--- src/hdl/gdvs_pkg.sv ---
package gdvs_pkg;

   localparam int CSR_INDEX_W = 3;
   localparam int CSR_DATA_W  = 24;

   // axis distance in 1/512 angstrom units
   localparam int DELTA_W = 27;
   // 64 * radius^2 fits in this many bits
   localparam int LIM_W   = 38;

   localparam logic [23:0] DENS_MAX = 24'hFFFFFF;
   localparam logic [16:0] ONE_Q16  = 17'h10000;

   typedef enum logic [1:0] {
      OP_ACCUM = 2'd0,
      OP_READ  = 2'd1,
      OP_CLEAR = 2'd2,
      OP_NOP   = 2'd3
   } opcode_type;

   typedef enum logic [CSR_INDEX_W-1:0] {
      CSR_ORIGIN_X   = 3'd0,
      CSR_ORIGIN_Y   = 3'd1,
      CSR_ORIGIN_Z   = 3'd2,
      CSR_VOXEL_SIZE = 3'd3,
      CSR_CELLS_X    = 3'd4,
      CSR_CELLS_Y    = 3'd5,
      CSR_CELLS_Z    = 3'd6
   } csr_index_type;

   typedef enum logic [2:0] {
      ST_INIT,
      ST_IDLE,
      ST_SCAN,
      ST_DRAIN,
      ST_CLEAR,
      ST_READ,
      ST_RESPOND
   } state_type;

   typedef struct packed {
      logic [1:0]         opcode;
      logic signed [23:0] atom_x;
      logic signed [23:0] atom_y;
      logic signed [23:0] atom_z;
      logic [15:0]        atom_radius;
      logic [14:0]        voxel_index;
   } req_type;

   typedef struct packed {
      logic [16:0] voxel_value;
      logic        index_error;
      logic        saturated;
   } rsp_type;

   typedef struct packed {
      logic signed [23:0] origin_x;
      logic signed [23:0] origin_y;
      logic signed [23:0] origin_z;
      logic [15:0]        voxel_size;
      logic [5:0]         cells_x;
      logic [5:0]         cells_y;
      logic [5:0]         cells_z;
   } cfg_type;

   typedef struct packed {
      logic load;
      logic scan_step;
      logic clear_step;
      logic read_issue;
      logic respond;
   } dp_cmd_type;

   typedef struct packed {
      logic grid_empty;
      logic scan_last;
      logic clear_last;
      logic pipe_idle;
   } dp_status_type;

endpackage

--- src/hdl/gdvs_ctrl.sv ---
module gdvs_ctrl (
   input  logic                    clock,
   input  logic                    reset,
   input  logic                    start,
   input  logic [1:0]              opcode,
   input  gdvs_pkg::dp_status_type status,
   output gdvs_pkg::dp_cmd_type    cmd,
   output logic                    busy
);

   gdvs_pkg::state_type state_ff, state_in;

   always_ff @(posedge clock) begin
      if (reset) state_ff <= gdvs_pkg::ST_INIT;
      else       state_ff <= state_in;
   end

   always_comb begin
      state_in = state_ff;
      cmd      = '0;
      busy     = (state_ff != gdvs_pkg::ST_IDLE);
      case (state_ff)
         gdvs_pkg::ST_INIT: begin
            cmd.clear_step = 1'b1;
            if (status.clear_last) state_in = gdvs_pkg::ST_IDLE;
         end
         gdvs_pkg::ST_IDLE: begin
            if (start) begin
               cmd.load = 1'b1;
               case (opcode)
                  gdvs_pkg::OP_ACCUM:
                     state_in = status.grid_empty ? gdvs_pkg::ST_RESPOND : gdvs_pkg::ST_SCAN;
                  gdvs_pkg::OP_READ:  state_in = gdvs_pkg::ST_READ;
                  gdvs_pkg::OP_CLEAR: state_in = gdvs_pkg::ST_CLEAR;
                  default:            state_in = gdvs_pkg::ST_RESPOND;
               endcase
            end
         end
         gdvs_pkg::ST_SCAN: begin
            cmd.scan_step = 1'b1;
            if (status.scan_last) state_in = gdvs_pkg::ST_DRAIN;
         end
         gdvs_pkg::ST_DRAIN: begin
            // wait for the last write-back
            if (status.pipe_idle) state_in = gdvs_pkg::ST_RESPOND;
         end
         gdvs_pkg::ST_CLEAR: begin
            cmd.clear_step = 1'b1;
            if (status.clear_last) state_in = gdvs_pkg::ST_RESPOND;
         end
         gdvs_pkg::ST_READ: begin
            cmd.read_issue = 1'b1;
            state_in       = gdvs_pkg::ST_RESPOND;
         end
         gdvs_pkg::ST_RESPOND: begin
            cmd.respond = 1'b1;
            state_in    = gdvs_pkg::ST_IDLE;
         end
         default: state_in = gdvs_pkg::ST_IDLE;
      endcase
   end

endmodule

--- config.mk ---
export PLATFORM = sky130hd
export DESIGN_NAME = gdvs_ctrl
export DESIGN_NICKNAME = d
export VERILOG_FILES = /design/src/hdl/gdvs_pkg.sv /design/src/hdl/gdvs_ctrl.sv
export SDC_FILE = /design/constraint.sdc
export NUM_CORES = 1
export LEC_CHECK = 0
export BUFFER_PORTS_ARGS = -buffer_cell sky130_fd_sc_hd__buf_2
export CORE_AREA = 2 2 39 41
export DETAILED_ROUTE_END_ITERATION = 12
export DIE_AREA = 0 0 41 43
export PLACE_DENSITY = 0.49
export SYNTH_ARGS = -nofsm -noshare
export SYNTH_HDL_FRONTEND = slang
export SYNTH_SLANG_ARGS = --single-unit
export TNS_END_PERCENT = 100
--- constraint.sdc ---
create_clock -name clock -period 1.69 [get_ports clock]
set_clock_uncertainty 0.15 [all_clocks]
set_input_delay 0.169 -clock clock [delete_from_list [all_inputs] [get_ports clock]]
set_output_delay 0.169 -clock clock [all_outputs]
set_load 0.02 [all_outputs]
# [Word level (Yosys, flattened, before mapping)]
# Index checks and enable logic that the tools add are counted.
[op_classes] n_eq_ne=14 n_mux=14 reduce_logical=4
[ops] operator="2-to-1 mux 3 bit" n=6
[ops] operator="case mux 3 bit (6 select lines)" n=1
[ops] operator="!= test 2 bit, second input constant" n=5
[ops] operator="== test 3 bit, second input constant" n=3
[ops] operator="case mux 3 bit (3 select lines)" n=1
[ops] operator="== test 3 x 2 -> 1 bit, second input constant" n=2
[ops] operator="2-to-1 mux 1 bit" n=6
[ops] operator="AND reduction 5 bit" n=1
[ops] operator="== test 3 x 1 -> 1 bit, second input constant" n=1
[ops] operator="zero test 3 bit" n=1
[ops] operator="!= test 3 x 1 -> 1 bit, second input constant" n=1
[ops] operator="== test 2 x 1 -> 1 bit, second input constant" n=1
[ops] operator="== test 2 bit, second input constant" n=1
[ops] operator="zero test 2 bit" n=1
[ops] operator="OR reduction 2 bit" n=1
[word_totals] reg_bits=3 in_bits=9 out_inout_bits=6 elab_cells=33

# [Logic depth before layout (Yosys ltp)]
# Gate-level depths: netlist (run 1).
[logic_depth] ltp_word=4 ltp_mapped=5 depth_no_buf=5

# [Least setup slack after synthesis (run 1)]
# OpenSTA, ideal clock, no wires.
[synth_timing] path_type="register -> output" start="reg state_ff[0]" end="out cmd[1] (netlist name)" arrival_ps=1028 required_ps=1371 slack_ps=343 path_stages_with_launch=4 path_buffers=1 path_cell_list="dfxtp_1 buf_6 inv_1 nor3b_1"
[synth_lines] item="start, declared" line_no="gdvs_ctrl.sv:11" text="gdvs_pkg::state_type state_ff, state_in;"
[synth_lines] item="start signal, assigned" line_no="gdvs_ctrl.sv:14" text="if (reset) state_ff <= gdvs_pkg::ST_INIT;"
[synth_lines] item="start signal, assigned" line_no="gdvs_ctrl.sv:15" text="else state_ff <= state_in;"
[synth_lines] item="end, declared" line_no="gdvs_ctrl.sv:7" text="output gdvs_pkg::dp_cmd_type cmd,"

==> results of run 1 <==
-- metrics by stage --
stage | setup slack, ns | cell area, um^2 | instances | hold slack, ns | util
6_report | 0.1599 | 402.9 | 69 | 0.07511 | 0.2911
4_1_cts | 0.07624 | 399.1 | 69 | 0.06418 | 0.2884
3_3_place_gp | 0.2700 | 362.8 | 64 | 0.2455 | 0.2622
5_1_grt | 0.04746 | 402.9 | 69 | 0.08250 | 0.2911
2_1_floorplan | 0.3433 | 296.5 | 37 | 0.08841 | -
3_5_place_dp | 0.2369 | 362.8 | 64 | 0.2390 | 0.2622
-- power by group --
group / total (mW) / leakage (nW) / internal (mW) / switching, mW
Combinational: 0.119 / 0.150 / 0.0561 / 0.0634
Clock: 0.126 / 0.0150 / 0.0885 / 0.0377
Sequential: 0.108 / 0.0249 / 0.0825 / 0.0257
Total: 0.354 / 0.190 / 0.227 / 0.127
-- cell usage in the layout (no fill, tap or decap), types with 2 or more instances in the layout --
| cell type | count |
|---|---|
| nor3b_1 | 2 |
| buf_2 | 14 |
| and3_1 | 2 |
| a31oi_1 | 2 |
| clkbuf_4 | 3 |
| nand2_1 | 4 |
| ha_1 | 3 |
| inv_1 | 3 |
| dfxtp_1 | 2 |
-- cell families (layout without fill, tap and decap cells) --
group	after synthesis	after routing	synth area share
muxes	1	1	0.03797
AOI/OAI and AO/OA	8	8	0.1983
and+or+nand+nor	16	16	0.3165
adders and majority gates	3	3	0.1266
DFF	3	3	0.2025
buffers and inverters	6	22	0.1181
-- path summary, 6_finish.rpt --
kind	from	end	cells past startpoint
worst max register to register	state_ff[2]	state_ff[2]	3
worst min-delay path	start	state_ff[1]	3
worst min register to register	state_ff[0]	state_ff[0]	2
worst max-delay path	state_ff[1]	cmd[4]	3
-- layer usage --
layer | track usage | part of all wire
met1 | 0.1306 | 0.49
met2 | 0.1344 | 0.46
met3 | 0.04712 | 0.052
met4 | 0.06000 | 0
met5 | 0 | 0
-- cell type report --
cell class / instances / share of cell area
Clock buffer: 4 / 0.06522
Inverter: 3 / 0.02795
Multi-Input combinational cell: 28 / 0.5062
Timing Repair Buffer: 15 / 0.1988
Sequential cell: 3 / 0.1522
Tap cell: 16 / 0.04969
-- worst min-delay path, delay by kind of cell --
kind | cells | cell delay, ns
AOI/OAI and AO/OA | 1 | 0.06
and+or+nand+nor | 1 | 0.06
buffers and inverters | 1 | 0.12
-- repair_timing --
item / in CTS / in global routing
hold buffers: 1 / 0
endpoints found under the hold margin: 2 / 0
resized for setup: 0 / 2
endpoints found under the setup margin: 0 / 2
==> impl_metrics.py, run 1 <==
metrics = {
    "timing": {
        "fin_crit_sh": 0.9054,
        "slew_viol_final": 0,
        "grt_setup_unrepaired": "false",
        "fin_crit_ns": 1.530,
        "finalSetupViolCount": 0,
        "tightest_slew_ns": 0.3617,
        "fmax_ghz": 0.6535,
        "finalSetupTns_ns": 0,
        "slew_headroom": 0.7586,
        "final-hold-violation-count": 0,
    },
    "cts": {
        "path_clk_slew_ns": 0.04,
        "cts_tree": "done",
        "cts_buffers": 3,
        "cts_root_buffer": "clkbuf_4",
        "clock_sinks": 3,
        "clock_path_buffers": 2,
        "htree_levels": 1,
        "cts_setup_buffers": 0,
        "clk_latency_ns": 0.23,
    },
    "placed_design": {
        "numPortBuffers": 14,
        "place.gp.congestion": 0.7750,
        "hpwl_um": 535.3,
    },
    "power_and_ir_drop": {
        "leakage_nw": 0.1900,
        "p_per_area_mw_per_mm2": 878.2,
        "ir_worst_vdd_mv": 0.1988,
        "total_power_mw": 0.3538,
    },
    "layout": {
        "syn_to_final_growth_pct": 35.87,
        "fill_cells": 152,
        "nNetsFinal": 66,
        "reg_top3": "state_ff: 3 flops",
        "multi_input_area_um2": 203.9,
        "seq_area_um2": 61.31,
        "top_register": "state_ff",
        "antenna_cells": 0,
        "drive_gt1_frac": 0.4151,
        "largest_reg_flops": 3,
    },
    "synth": {
        "yosysUniqueCellTypes": 24,
        "synth-seq-cells": 3,
        "synth_nets": 49,
        "synth_area_leaders": "dfxtp_1 20%, ha_1 13%, nand2_1 5.1%, nor3b_1 5.1%, a31oi_1 4.2%",
        "ys_async_sr_fraction": 0,
        "synth.yosys.seq_area_share": 0.2025,
        "synth_commonest_cells": "4 x nand2_1, 3 x dfxtp_1, 3 x ha_1, 3 x inv_1",
        "ys.flop_type": "dfxtp_1",
        "yosys.area.top_type": "dfxtp_1",
        "netlist.area_leader.share": 0.2025,
        "yosys_warnings": 0,
        "synth.cell_area_um2": 296.5,
        "synth_edf_count": 0,
        "synth_area_per_cell_um2": 8.014,
        "synthesis.instances": 37,
        "yosysMostFrequentCell": "nand2_1",
    },
    "grt": {
        "grt_max_degree": 14,
        "grt_first_pass_wirelength_um": 1207,
        "grt_pass1_vias": 286,
        "grtUsageTotal": 0.1021,
        "antenna_found_initial": 0,
        "grt_overflow_total": 0,
    },
    "floorplanning": {
        "coreArea_mm2": 0.001384,
        "pin_count": 15,
        "design.die.area_mm2": 0.001763,
        "start_util": 0.2143,
        "die_y_um": 43,
        "rows": 14,
        "die_w_um": 41,
    },
    "routing": {
        "num_vias": 317,
        "dr.pass1.iters": 1,
        "ant_nets": 0,
        "routedWlPerCell_um": 10.07,
        "drc": 0,
        "avgViaCountPerCell": 4.594,
        "drt_iter0_drc": 0,
        "wl_um": 695,
    },
    "outcome": {
        "status": "finished, final reports clean",
    },
    "critical_path": {
        "slowest_delay_ns": 0.53,
        "path_buf_inv": 1,
        "crit_required_ns": 1.37,
        "cp_max_fo": 13,
        "crit_arrival_ns": 1.21,
        "crit_type": "reg2out",
        "rrSetupSlack_ns": 0.22,
        "cp-end-kind": "output port",
        "path_cells": "nor2_2 -> and3_1 -> buf_2",
        "cp_top_family": "flip-flops",
        "cp_slowest_cell": "dfxtp_1",
        "start_kind": "flop",
    },
    "run": {
        "max-cap-violations": 0,
    },
    "min_path": {
        "hp-class": "in2reg",
    },
}
Power figures use the tool's default switching activity.
==> inputs of run 2 (changes only) <==
==> constraint.sdc (replaced) <==
create_clock -name clock -period 1.69 [get_ports clock]
set_clock_uncertainty 0.15 [all_clocks]
set_input_delay 0.0845 -clock clock [delete_from_list [all_inputs] [get_ports clock]]
set_output_delay 0.0845 -clock clock [all_outputs]
set_load 0.02 [all_outputs]
==> run 2 against run 1 <==
  * Hold slack worse by 0.042 ns
  * Clock power about the same
  * Setup slack better by 0.028 ns
  * Largest cell class unchanged
==> impl_metrics.py, run 2 (same netlist as run 1, synthesis figures left out) <==
metrics = {
    "routing": {
        "dr.pass1.iters": 2,
        "wl_um": 703,
        "routedWlPerCell_um": 10.04,
        "drt_iter0_drc": 5,
        "avgViaCountPerCell": 4.629,
        "num_vias": 324,
        "ant_nets": 0,
        "drc": 0,
    },
    "layout": {
        "final_cell_mix": "14 x buf_2, 4 x nand2_1, 3 x inv_1, 3 x ha_1, 3 x clkbuf_4",
        "fill_cells": 153,
        "reg_top3": "state_ff: 3 flops",
        "seq_area_um2": 61.31,
        "syn_to_final_growth_pct": 38.40,
        "design_area_um2": 410.4,
        "top_register": "state_ff",
        "final_common_cell": "buf_2",
        "drive_gt1_frac": 0.3889,
        "multi_input_area_um2": 201.4,
        "antenna_cells": 0,
        "largest_reg_flops": 3,
        "nNetsFinal": 67,
    },
    "grt": {
        "grt_overflow_total": 0,
        "grt_max_degree": 14,
        "antenna_found_initial": 0,
        "grt_pass1_vias": 286,
        "grt_first_pass_wirelength_um": 1207,
        "grtUsageTotal": 0.1021,
    },
    "floorplanning": {
        "die_w_um": 41,
        "pin_count": 15,
        "coreArea_mm2": 0.001384,
        "die_y_um": 43,
        "rows": 14,
        "design.die.area_mm2": 0.001763,
        "start_util": 0.2143,
    },
    "timing": {
        "fmax_ghz": 0.6656,
        "slew_headroom": 0.7718,
        "slew_viol_final": 0,
        "final-hold-violation-count": 0,
        "tightest_slew_ns": 0.3418,
        "grt_setup_unrepaired": "false",
        "fin_crit_ns": 1.502,
        "finalSetupTns_ns": 0,
        "fin_crit_sh": 0.8890,
        "finalSetupViolCount": 0,
    },
    "critical_path": {
        "critPathLaunch": "state_ff[1]",
        "rrSetupSlack_ns": 0.23,
        "crit_arrival_ns": 1.27,
        "r2r-end": "state_ff[2]",
        "crit_required_ns": 1.46,
        "ff2ff_path_depth": 3,
        "cp_max_fo": 13,
        "cp-end-kind": "output port",
        "path_cells": "nor2_1 -> and3_1 -> buf_2",
        "start_kind": "flop",
        "cp_slowest_cell": "dfxtp_1",
        "crit_type": "reg2out",
        "r2r_start": "state_ff[2]",
        "slowest_delay_ns": 0.40,
        "cp-endpoint": "cmd[4]",
    },
    "min_path": {
        "hp-start": "status[1]",
        "worstHoldPathCells": 3,
        "hp-class": "in2reg",
    },
    "cts": {
        "cts_root_buffer": "clkbuf_4",
        "clk_latency_ns": 0.23,
        "clock_sinks": 3,
        "path_clk_slew_ns": 0.04,
        "cts_setup_buffers": 0,
        "clock_path_buffers": 2,
        "htree_levels": 1,
        "cts_buffers": 3,
        "cts_tree": "done",
    },
    "power_and_ir_drop": {
        "leakage_nw": 0.1934,
        "p_per_area_mw_per_mm2": 864.1,
        "ir_worst_vdd_mv": 0.1973,
    },
    "run": {
        "max-cap-violations": 0,
    },
    "placed_design": {
        "place.gp.congestion": 0.7750,
        "numPortBuffers": 14,
        "hpwl_um": 535.3,
        "place_area_um2": 362.8,
    },
    "outcome": {
        "status": "finished, final reports clean",
    },
}
-- run 2: changes by cell type in the layout (fill, tap and decap cells not counted) --
cell and delta:
dlygate4sd3_1 +1, nor2_2 -1, nor2_1 +1
-- run 2: area by class of cell --
type                    count  area share
clock buffers               4     0.06402
well taps                  16     0.04878
repair buffers             16      0.2195
flip-flops and latches      3      0.1494
inverters                   3     0.02744
multi-input cells          28      0.4909
-- run 2: layer usage --
layer  wire length, um  track usage  vias to the layer above
li1                  -            -                      170
met2               328       0.1344                        8
met5                 0            0                        -
met1               346       0.1306                      146
met4                 0      0.06000                        0
met3                28      0.04712                        0
-- run 2: repair_timing --
action                     in CTS  in global routing
hold buffers                    2                  0
gates resized for setup         0                  1
setup endpoints to repair       0                  1
hold endpoints to repair        3                  0
-- run 2: worst min-delay path by stage --
| stage | slack, ns | endpoint |
|---|---|---|
| floorplan | 0.004 | state_ff[0] |
| finish | 0.03 | state_ff[2] |
| detailed placement | 0.15 | state_ff[0] |
| global route | 0.04 | state_ff[2] |
| CTS | 0.02 | state_ff[2] |
| global placement | 0.16 | state_ff[0] |
-- run 2: per-stage QoR --
stage	std cells	hold WS (ns)	utilization	setup WS [ns]	total power, mW
after detailed placement	64	0.1545	0.2622	0.2369	0.2252
after CTS	70	0.02134	0.2957	0.1607	0.3628
after global placement	64	0.1610	0.2622	0.2700	0.2262
final	70	0.03346	0.2966	0.1876	0.3546
after floorplan	37	0.003914	-	0.4070	0.1962
after global routing	70	0.03595	0.2966	0.06903	0.3929
-- run 2: critical path: cells and delay by family, from the launching register on --
family | cells | cell delay [ns]
AND/OR/NAND/NOR | 2 | 0.48
flip-flops | 1 | 0.40
buffers and inverters | 1 | 0.16
-- run 2: power by group --
| part | internal (mW) | total [mW] | switching (mW) |
|---|---|---|---|
| sequential | 0.0825 | 0.107 | 0.0246 |
| combinational | 0.0565 | 0.120 | 0.0638 |
| clock | 0.0886 | 0.127 | 0.0386 |
| total | 0.228 | 0.355 | 0.127 |
