### src/hdl/gdvs_pkg.sv
package gdvs_pkg;

   localparam int CSR_INDEX_W = 3;
   localparam int CSR_DATA_W  = 24;

   // axis distance in 1/512 angstrom units
   localparam int DELTA_W = 27;
   // 64 * radius^2 fits in this many bits
   localparam int LIM_W   = 38;

   localparam logic [23:0] DENS_MAX = 24'hFFFFFF;
   localparam logic [16:0] ONE_Q16  = 17'h10000;

   typedef enum logic [1:0] {
      OP_ACCUM = 2'd0,
      OP_READ  = 2'd1,
      OP_CLEAR = 2'd2,
      OP_NOP   = 2'd3
   } opcode_type;

   typedef enum logic [CSR_INDEX_W-1:0] {
      CSR_ORIGIN_X   = 3'd0,
      CSR_ORIGIN_Y   = 3'd1,
      CSR_ORIGIN_Z   = 3'd2,
      CSR_VOXEL_SIZE = 3'd3,
      CSR_CELLS_X    = 3'd4,
      CSR_CELLS_Y    = 3'd5,
      CSR_CELLS_Z    = 3'd6
   } csr_index_type;

   typedef enum logic [2:0] {
      ST_INIT,
      ST_IDLE,
      ST_SCAN,
      ST_DRAIN,
      ST_CLEAR,
      ST_READ,
      ST_RESPOND
   } state_type;

   typedef struct packed {
      logic [1:0]         opcode;
      logic signed [23:0] atom_x;
      logic signed [23:0] atom_y;
      logic signed [23:0] atom_z;
      logic [15:0]        atom_radius;
      logic [14:0]        voxel_index;
   } req_type;

   typedef struct packed {
      logic [16:0] voxel_value;
      logic        index_error;
      logic        saturated;
   } rsp_type;

   typedef struct packed {
      logic signed [23:0] origin_x;
      logic signed [23:0] origin_y;
      logic signed [23:0] origin_z;
      logic [15:0]        voxel_size;
      logic [5:0]         cells_x;
      logic [5:0]         cells_y;
      logic [5:0]         cells_z;
   } cfg_type;

   typedef struct packed {
      logic load;
      logic scan_step;
      logic clear_step;
      logic read_issue;
      logic respond;
   } dp_cmd_type;

   typedef struct packed {
      logic grid_empty;
      logic scan_last;
      logic clear_last;
      logic pipe_idle;
   } dp_status_type;

endpackage

### src/hdl/gdvs_csr.sv
module gdvs_csr (
   input  logic                                clock,
   input  logic                                reset,
   input  logic                                csr_we,
   input  logic [gdvs_pkg::CSR_INDEX_W-1:0]    csr_index,
   input  logic [gdvs_pkg::CSR_DATA_W-1:0]     csr_wdata,
   output gdvs_pkg::cfg_type                   cfg
);

   gdvs_pkg::cfg_type cfg_ff, cfg_in;

   always_comb begin
      cfg_in = cfg_ff;
      if (csr_we) begin
         case (csr_index)
            gdvs_pkg::CSR_ORIGIN_X:   cfg_in.origin_x   = csr_wdata;
            gdvs_pkg::CSR_ORIGIN_Y:   cfg_in.origin_y   = csr_wdata;
            gdvs_pkg::CSR_ORIGIN_Z:   cfg_in.origin_z   = csr_wdata;
            gdvs_pkg::CSR_VOXEL_SIZE: cfg_in.voxel_size = csr_wdata[15:0];
            gdvs_pkg::CSR_CELLS_X:    cfg_in.cells_x    = csr_wdata[5:0];
            gdvs_pkg::CSR_CELLS_Y:    cfg_in.cells_y    = csr_wdata[5:0];
            gdvs_pkg::CSR_CELLS_Z:    cfg_in.cells_z    = csr_wdata[5:0];
            default: ;
         endcase
      end
   end

   always_ff @(posedge clock) begin
      if (reset) begin
         cfg_ff.origin_x   <= '0;
         cfg_ff.origin_y   <= '0;
         cfg_ff.origin_z   <= '0;
         cfg_ff.voxel_size <= 16'd256;
         cfg_ff.cells_x    <= 6'd32;
         cfg_ff.cells_y    <= 6'd32;
         cfg_ff.cells_z    <= 6'd32;
      end else begin
         cfg_ff <= cfg_in;
      end
   end

   assign cfg = cfg_ff;

endmodule

### config.mk
export PLATFORM = sky130hd
export DESIGN_NAME = gdvs_csr
export DESIGN_NICKNAME = d
export VERILOG_FILES = /design/src/hdl/gdvs_pkg.sv /design/src/hdl/gdvs_csr.sv
export SDC_FILE = /design/constraint.sdc
export NUM_CORES = 1
export LEC_CHECK = 0
export BUFFER_PORTS_ARGS = -buffer_cell sky130_fd_sc_hd__buf_2
export CORE_MARGIN = 1
export CORE_UTILIZATION = 42
export DETAILED_ROUTE_END_ITERATION = 7
export PLACE_DENSITY = 0.71
export RECOVER_POWER = 25
export SLEW_MARGIN = 20
export SYNTH_ARGS = -nofsm -noshare
export SYNTH_HDL_FRONTEND = slang
export SYNTH_SLANG_ARGS = --single-unit
### constraint.sdc
create_clock -name clock -period 3.7 [get_ports clock]
set_input_delay 0.37 -clock clock [delete_from_list [all_inputs] [get_ports clock]]
set_output_delay 0.37 -clock clock [all_outputs]
set_load 0.02 [all_outputs]
After elaboration in Yosys (flattened, before gate mapping) --
Index checks and enable logic that the tools add are counted.
Storage, ports and cells: word-level logic and storage cells 21, input bits 30, flip-flop bits (word level) 106
Operators by class: eq/ne operators 6, reductions and logical operators 8
Operators with widths (number):
- $reduce_and A2 Y1 | 7
- $eq A3 B3 Y1 const B | 3
- $eq A3 B2 Y1 const B | 2
- $eq A3 B1 Y1 const B | 1
- $logic_not A3 Y1 | 1

Logic depth before layout (Yosys ltp) --
Gate-level depths: netlist of run 1.
depth after elaboration 2, mapped depth 5, gate-level depth less buffers 2

Worst setup path before layout of run 1 --
No wires, ideal clock.
kind input -> register, start in csr_index[1] in the netlist's numbering, end reg cfg_ff, in the netlist cfg[95], setup time 0.121 ns, arrival time 1.413 ns, cell stages on the path 5, buffers on the path 3, setup slack 2.166 ns, path through buf_2 > or4b_1 > buf_2 > buf_6 > mux2i_1
Between the ends: cells in the longest elaborated chain, start to end 2
RTL lines:
- start, declared | RTL line gdvs_csr.sv:5 | input logic [gdvs_pkg::CSR_INDEX_W-1:0] csr_index,
- $logic_not A3 Y1 | RTL line gdvs_csr.sv:15 | case (csr_index)
- $reduce_and A2 Y1 (no line)
- end signal, assigned | RTL line gdvs_csr.sv:38 | cfg_ff <= cfg_in;
- end, declared | RTL line gdvs_csr.sv:10 | gdvs_pkg::cfg_type cfg_ff, cfg_in;
No other way between the ends. A chain may end at the register's enable or synchronous reset.

==> flow_metrics.tcl, run 1 <==
set metrics [dict create \
    die-area_mm2 0.01047 \
    synthMuxAreaShare_pct 25.10 \
    start_kind "input port" \
    relSlewSlack_pct 19.57 \
    fp-row-count 36 \
    grt_max_degree 54 \
    p_per_area_mw_per_mm2 397.6 \
    syn_nets 413 \
    drt_iter0_drc 70 \
    syn-cell-area_mm2 0.004228 \
    yosysUniqueCellTypes 13 \
    hold_class "in -> reg" \
    hold_depth 3 \
    synth_fa_ha_area_share_pct 0 \
    root_buffer "clkbuf_8" \
    hold_buffers 0 \
    num_io_pins 136 \
    globalRouteMet3Util_pct 5.198 \
    layout_min_cycle_time_ns 2.350 \
    synth-compound-area-share_pct 0 \
    firstDrtPassIters 4 \
    die_w_um 102.3 \
    dpl.hpwl_um 6662 \
    p_leak_nw 2.628 \
    rr_worst_depth 2 \
    worst-setup-path-type "in -> reg" \
    drtAntennaViolNets 0 \
    slowest_delay_ns 0.93 \
    largest_reg_flops 106 \
    core_mm2 0.009774 \
    period_share_pct 63.52 \
    nNetsFinal 535 \
    num_vias 3048 \
    grt.busiest_layer "met2" \
    maxCapViolCount 0 \
    p_total_mw 2.049 \
    synth-seq-cells 106 \
    mostFrequentLayoutCells "nand2b_1, buf_2, mux2i_1, dfxtp_1, clkbuf_1" \
    worst_pin_slew_ns 1.206 \
    cts_setup_buffers 0 \
    clock_skew_ns 0 \
    antenna_found_initial 0 \
    crit_path_cell_trace "clkbuf_1, clkbuf_1, nand2b_1, mux2i_1" \
    cts_resized 0 \
    num_antenna_cells 0 \
    ys_warn_count 0 \
    cp_num_cells 4 \
    hold_viol 0 \
    grt_use_met2_pct 30.20 \
    synth_xor_area_share_pct 0 \
    timing.final.max_slew_violations 0 \
    synthesis.instances 383 \
    yosys.area_share.simple_pct 21.28 \
    cp_max_fo 41 \
    synth_top_family_by_area "multiplexers" \
    synth_top_area_share_pct 50.19 \
    peakVddDrop_mv 0.1856 \
    gp_congestion 0.7295 \
    drive_gt1_share_pct 26.47 \
    post-route-drc-count 0 \
    mostFrequentLayoutCell "nand2b_1" \
    worst_path_max_delay_cell "clkbuf_1" \
    seq_area_frac_synth_pct 50.19 \
    grt_pass1_vias 2932 \
    path_clk_slew_ns 0.10 \
    synth_top_area_cell "dfxtp_1" \
    start_util_pct 43.25 \
    routed_wl_um 9454 \
    netlist_top_cells_area "dfxtp_1, mux2i_1, nand2b_1" \
    via_per_inst 4.740 \
    numCtsBuffers 9 \
    cp.required_ns 3.91 \
    grt_pass1_wl_um 14720 \
    die_h_um 102.3 \
    wire_per_inst_um 14.70 \
    cts_max_level 3 \
    arrival_ns 2.56 \
    cts_tree "built" \
    rsz0062_at_grt "no" \
    status "finished clean" \
    grt_use_total_pct 18.54 \
    area_growth_pct 21.87 \
    port_buffers 135 \
    ctsLongestPathBuffers 2 \
    cp-end-kind "register" \
    clk_latency_ns 0.36 \
    cts_sinks 106 \
    cp_top_family "buffers and inverters" \
    crit_buf_inv 2 \
    fmax_mhz 425.5 \
    use_met1_pct 23.41 \
    overflow 0 \
    crit_top_cell "clkbuf_1" \
    fin_setup_tns_ns 0 \
    postSynthAreaPerCell_um2 11.04 \
    setup_violations 0 \
]
## synth_stat cells, drive strengths merged
cell type  number
nand2b        126
dfxtp         106
mux2i         106
clkbuf         16
buf            14
nor2            6
nand4b          3
nand4bb         3
nor4b           1
nor4bb          1
or4b            1
## final timing paths
kind,slack [ns],end,start
setup reg to reg,3.06,cfg[96],cfg[96]
hold / removal,0.27,cfg[26],csr_wdata[8]
setup / recovery,1.35,cfg[96],reset
hold reg to reg,0.47,cfg[80],cfg[80]
## power by group
part | total (mW) | internal (mW) | switching [mW]
Combinational | 0.190 | 0.0800 | 0.110
Clock | 0.680 | 0.288 | 0.392
Sequential | 1.18 | 1.17 | 0.0127
## stage by stage
stage	worst slack, ns	std cells	utilization [%]	instance area [um^2]	hold slack, ns
after detailed placement	1.820	627	51.11	4996	0.4612
final	1.350	643	52.71	5152	0.2684
after global placement	1.851	627	51.11	4996	0.4564
after global routing	1.068	643	52.71	5152	0.2863
after CTS	2.202	643	53.05	5185	0.2573
after floorplan	2.166	383	-	4228	0.5312
## area by class of cell
cell class / instances / area [um^2]
Tap cell: 133 / 166.4
Clock inverter: 4 / 33.78
Timing Repair Buffer: 141 / 688.2
Clock buffer: 12 / 155.1
Multi-Input combinational cell: 247 / 1987
Fill cell: 955 / 4622
Sequential cell: 106 / 2122
## layer usage
layer  vias to the layer above  wire length [um]
li1                       1507                 -
met1                      1448              4267
met2                        83              4488
met3                        10               572
met4                         0               126
met5                         -                 0
## logic make-up after synthesis
family / after synthesis
flops: 106
simple gates: 141
mux: 106
buf+inv: 30
## worst min-delay path: cells and delay by family
kind                   cells  cell delay (ns)
buffers and inverters      1             0.09
muxes                      1             0.10
and+or+nand+nor            1             0.04
(Power assumes the default switching activity.)
==> run 2, diff against run 1 <==
--- a/config.mk
+++ b/config.mk
@@ -5,11 +5,12 @@
 export SDC_FILE = /design/constraint.sdc
 export NUM_CORES = 1
 export LEC_CHECK = 0
+export ABC_AREA = 1
 export BUFFER_PORTS_ARGS = -buffer_cell sky130_fd_sc_hd__buf_2
 export CORE_MARGIN = 1
 export CORE_UTILIZATION = 42
 export DETAILED_ROUTE_END_ITERATION = 7
-export PLACE_DENSITY = 0.71
+export PLACE_DENSITY = 0.74
 export RECOVER_POWER = 25
 export SLEW_MARGIN = 20
 export SYNTH_ARGS = -nofsm -noshare
==> constraint.sdc (replaced) <==
create_clock -name clock -period 1.9 [get_ports clock]
set_input_delay 0.19 -clock clock [delete_from_list [all_inputs] [get_ports clock]]
set_output_delay 0.19 -clock clock [all_outputs]
set_load 0.02 [all_outputs]
==> run 2 against run 1 <==
Effect of this change:
- critical path depth increased by 2
- synthesized cell count is 60% higher
- sequential power is 98% higher
- power rose by 110%
- setup slack lost 0.73 ns
- cell area is 0.12% higher
- synthesized area grew 0.98%
- wire length rose by 24%
- sequential share of layout area is essentially flat
- non-clock buffer count up 2
- final cell count increased by 35%
- clock power is 96% higher
==> flow_metrics.tcl, run 2 <==
set metrics [dict create \
    fill_cells 1019 \
    startpoint "csr_index[1]" \
    grt_pass1_vias 3769 \
    layout_min_cycle_time_ns 1.278 \
    syn-cell-area_mm2 0.004269 \
    post-route-drc-count 0 \
    die_h_um 102.8 \
    path_clk_slew_ns 0.10 \
    drtAntennaViolNets 0 \
    worst-setup-path-type "in -> reg" \
    layout.cells.non_filler 866 \
    postSynthAreaPerCell_um2 6.976 \
    core_mm2 0.009819 \
    num_vias 4148 \
    dpl.hpwl_um 8231 \
    p_leak_nw 2.578 \
    dp.cells 850 \
    crit_path_cell_trace "clkbuf_1, inv_1, nand2_1, nor2_2, nor2_1, nor2_1" \
    netlist_top_cells_area "dfxtp_1, nor2_1, nand3_1" \
    relSlewSlack_pct 30.65 \
    antenna_found_initial 0 \
    status "finished clean" \
    wire_per_inst_um 13.59 \
    num_io_pins 136 \
    root_buffer "clkbuf_8" \
    utilization_pct 52.54 \
    cp_max_fo 24 \
    yosys-top-cells-count "nor2_1, nand2_1, dfxtp_1, nand3_1, inv_1" \
    hold_class "in -> reg" \
    crit_top_cell "nor2_1" \
    synth-seq-cells 106 \
    fin_setup_tns_ns 0 \
    maxCapViolCount 0 \
    synth_edf_count 0 \
    routed_wl_um 11770 \
    arrival_ns 1.59 \
    mostFrequentLayoutCells "nor2_1, buf_2, nand2_1" \
    firstDrtPassIters 5 \
    ys_warn_count 0 \
    grt_use_total_pct 23.09 \
    cts_setup_buffers 0 \
    cp-end-kind "register" \
    period_share_pct 67.26 \
    yosysUniqueCellTypes 14 \
    area_growth_pct 20.84 \
    start_util_pct 43.48 \
    p_per_area_mw_per_mm2 825.1 \
    worst_pin_slew_ns 1.036 \
    hold_buffers 0 \
    rsz0062_at_grt "no" \
    cts_tree "built" \
    fmax_mhz 782.6 \
    nNetsFinal 758 \
    cts_resized 0 \
    drt_iter0_drc 164 \
    grt_pass1_wl_um 18540 \
    r2r-start "cfg[11]" \
    via_per_inst 4.790 \
    crit_buf_inv 2 \
    yosysMostFrequentCell "nor2_1" \
    overflow 0 \
    async_flop_share_pct 0 \
    grt_max_degree 55 \
    synthFlopType "dfxtp_1" \
    slowest_delay_ns 0.76 \
    cts_max_level 3 \
    port_buffers 135 \
    cts_sinks 106 \
    drive_gt1_share_pct 22.78 \
    clock_skew_ns 0 \
    synth_top_area_share_pct 49.71 \
    largest_reg_flops 106 \
    synthesis.instances 612 \
    ctsLongestPathBuffers 2 \
    seq_area_frac_synth_pct 49.71 \
    setup_violations 0 \
    mostFrequentLayoutCell "nor2_1" \
    timing.final.max_slew_violations 0 \
    start_kind "input port" \
    syn_nets 642 \
    synth_top_area_cell "dfxtp_1" \
    num_antenna_cells 0 \
    die_w_um 102.8 \
    clk_latency_ns 0.36 \
    cp.required_ns 2.21 \
    peakVddDrop_mv 0.4525 \
    worst_path_max_delay_cell "nor2_2" \
    hold_start "csr_wdata[8]" \
    gp_congestion 0.8769 \
    hold_viol 0 \
    cp_top_family "simple AND/OR/NAND/NOR gates" \
    die-area_mm2 0.01057 \
    fp-row-count 36 \
    numCtsBuffers 9 \
]
run 2: final timing paths:
path / slack, ns / depth (start not counted) / to
setup reg to reg: 1.27 / 2 / cfg[11]
setup / recovery: 0.62 / 6 / cfg[93]
hold reg to reg: 0.49 / 2 / cfg[57]
hold / removal: 0.06 / 3 / cfg[26]
run 2: logic make-up (layout without fill, tap and decap cells):
group | count (synthesis) | after routing | synth area share (%)
compound gates | 4 | 4 | 0.4690
buf+inv | 69 | 190 | 7.825
flops | 106 | 106 | 49.71
simple gates | 433 | 433 | 42.00
run 2: metrics by stage:
stage | hold WS, ns | total power, mW | instance area [um^2] | setup slack (ns)
floorplan | 0.3162 | 2.786 | 4269 | 0.9466
finish | 0.05952 | 4.257 | 5159 | 0.6221
global route | 0.08190 | 4.442 | 5159 | 0.3983
detailed placement | 0.4356 | 2.980 | 4992 | 0.5078
CTS | 0.04902 | 4.295 | 5179 | 0.7874
global placement | 0.4372 | 2.966 | 4992 | 0.5865
run 2: per-layer routing:
| metal | vias to the layer above | share of wire, % | track usage [%] |
|---|---|---|---|
| li1 | 2131 | - | - |
| met1 | 1856 | 45 | 30.02 |
| met2 | 145 | 46 | 38.15 |
| met3 | 16 | 7.4 | 4.475 |
| met4 | 0 | 1.6 | 8.559 |
| met5 | - | 0 | 0 |
run 2: area by class of cell:
| cell class | count | area, um^2 | share of cell area (%) |
|---|---|---|---|
| clock buffer | 11 | 151.4 | 2.935 |
| multi-input combinational | 437 | 1808 | 35.05 |
| inverter | 31 | 117.6 | 2.280 |
| timing repair buffer | 143 | 758.2 | 14.70 |
| clock inverter | 5 | 35.03 | 0.6791 |
| sequential | 106 | 2122 | 41.14 |
| tap | 133 | 166.4 | 3.226 |
run 2: worst min-delay path: cells and delay by family:
family	cells	cell delay (ns)
buffers and inverters	1	0.09
and+or+nand+nor	2	0.11
run 2: report_power, final:
group | leakage, nW | switching (mW) | internal (mW)
clock network | 0.0961 | 0.777 | 0.555
registers | 0.862 | 0.0408 | 2.30
logic | 1.62 | 0.403 | 0.183
==> run 3, diff against run 2 <==
--- a/config.mk
+++ b/config.mk
@@ -5,12 +5,12 @@
 export SDC_FILE = /design/constraint.sdc
 export NUM_CORES = 1
 export LEC_CHECK = 0
-export ABC_AREA = 1
+export ABC_AREA = 0
 export BUFFER_PORTS_ARGS = -buffer_cell sky130_fd_sc_hd__buf_2
 export CORE_MARGIN = 1
 export CORE_UTILIZATION = 42
 export DETAILED_ROUTE_END_ITERATION = 7
-export PLACE_DENSITY = 0.74
+export PLACE_DENSITY = 0.71
 export RECOVER_POWER = 25
 export SLEW_MARGIN = 20
 export SYNTH_ARGS = -nofsm -noshare
==> constraint.sdc (replaced) <==
create_clock -name clock -period 1.3 [get_ports clock]
set_input_delay 0.13 -clock clock [delete_from_list [all_inputs] [get_ports clock]]
set_output_delay 0.13 -clock clock [all_outputs]
set_load 0.02 [all_outputs]
==> run 3 against run 2 <==
Effect of this change:
- final cell count decreased by 24%
- critical path depth decreased by 2
- hold slack improved by 0.017 ns
==> flow_metrics.tcl, run 3 (synthesis gave the netlist of run 1 again) <==
set metrics [dict create \
    drtAntennaViolNets 0 \
    largest_reg_flops 106 \
    grt_pass1_wl_um 15090 \
    hold_class "in -> reg" \
    peakVddDrop_mv 0.6533 \
    core_mm2 0.009774 \
    relSlewSlack_pct 65.46 \
    area_growth_pct 25.95 \
    fin_setup_tns_ns 0 \
    status "finished clean" \
    num_io_pins 136 \
    via_per_inst 4.704 \
    firstDrtPassIters 4 \
    fp-row-count 36 \
    dr_wl_met3_um 491 \
    setup_violations 0 \
    cts_setup_buffers 0 \
    routed_wl_um 9659 \
    die-area_mm2 0.01047 \
    period_share_pct 83.42 \
    nNetsFinal 549 \
    wl_met2_um 4460 \
    drt_iter0_drc 96 \
    placed_area_mm2 0.005139 \
    p_leak_nw 2.796 \
    num_antenna_cells 0 \
    numCtsBuffers 9 \
    path_clk_slew_ns 0.09 \
    wire_per_inst_um 14.72 \
    gp_congestion 0.7922 \
    post-route-drc-count 0 \
    grt_use_total_pct 18.81 \
    clock_skew_ns 0 \
    antenna_found_initial 0 \
    rsz0062_at_grt "no" \
    mostFrequentLayoutCells "buf_2, nand2b_1, mux2i_1, dfxtp_1, buf_4" \
    p_total_mw 6.124 \
    root_buffer "clkbuf_8" \
    final_area_mm2 0.005325 \
    cts_sinks 106 \
    maxCapViolCount 0 \
    cp.required_ns 1.53 \
    cp-end-kind "register" \
    overflow 0 \
    drive_gt1_share_pct 31.93 \
    mostFrequentLayoutCell "buf_2" \
    cts_max_level 3 \
    cts_tree "built" \
    grt_pass1_vias 2952 \
    start_util_pct 43.25 \
    highest_layer "met4" \
    dp.cells 641 \
    worst-setup-path-type "in -> reg" \
    start_kind "input port" \
    arrival_ns 1.32 \
    grt_max_degree 61 \
    port_buffers 135 \
    die_h_um 102.3 \
    cp_max_fo 60 \
    worst_pin_slew_ns 0.5182 \
    fmax_mhz 922.2 \
    layout_min_cycle_time_ns 1.084 \
    hold_viol 0 \
    die_w_um 102.3 \
    hold_buffers 0 \
    layout.cells.non_filler 656 \
    cts_resized 0 \
    crit_path_cell_trace "buf_2, clkbuf_4, nand2b_1, mux2i_1" \
    slowest_delay_ns 0.51 \
    num_vias 3086 \
    timing.final.max_slew_violations 0 \
    ctsLongestPathBuffers 2 \
    p_per_area_mw_per_mm2 1150 \
    wl_met1_um 4576 \
    clk_latency_ns 0.36 \
    dpl.hpwl_um 6823 \
    worst_path_max_delay_cell "clkbuf_4" \
]
-- run 3: final timing paths --
| kind | startpoint | end | slack (ns) | depth (start not counted) |
|---|---|---|---|---|
| max | reset | cfg[88] | 0.22 | 4 |
| max reg2reg | cfg[49] | cfg[49] | 0.66 | 2 |
| min | csr_wdata[8] | cfg[26] | 0.08 | 3 |
| min reg2reg | cfg[75] | cfg[75] | 0.47 | 2 |
-- run 3: power breakdown --
group	leakage [nW]	internal [mW]	switching, mW
clock network	0.106	1.13	1.07
registers	0.858	3.32	0.0374
logic	1.83	0.249	0.323
-- run 3: per-layer routing --
metal	up-vias	global-route usage (%)
li1	1534	-
met1	1445	25.36
met2	92	29.58
met3	15	4.583
met4	0	6.154
met5	-	0
-- run 3: critical path: cells and delay by family --
kind / cells / cell delay (ns)
multiplexers: 1 / 0.10
buffers and inverters: 2 / 0.77
AND/OR/NAND/NOR: 1 / 0.27
-- run 3: cell type report --
| class | instances | area [um^2] |
|---|---|---|
| flip-flops and latches | 106 | 2122 |
| clock inverters | 4 | 76.32 |
| clock buffers | 11 | 141.4 |
| well taps | 133 | 166.4 |
| repair buffers | 155 | 832.0 |
| fillers | 880 | 4449 |
| multi-input cells | 247 | 1987 |
-- run 3: per-stage QoR --
stage	hold WS, ns	worst slack (ns)	util [%]
after global routing	0.06232	0.1265	54.48
after floorplan	0.2912	0.005841	-
final	0.07648	0.2156	54.48
after detailed placement	0.4355	-0.03401	52.57
after global placement	0.3981	-0.01991	52.57
after CTS	0.06314	0.2450	54.80
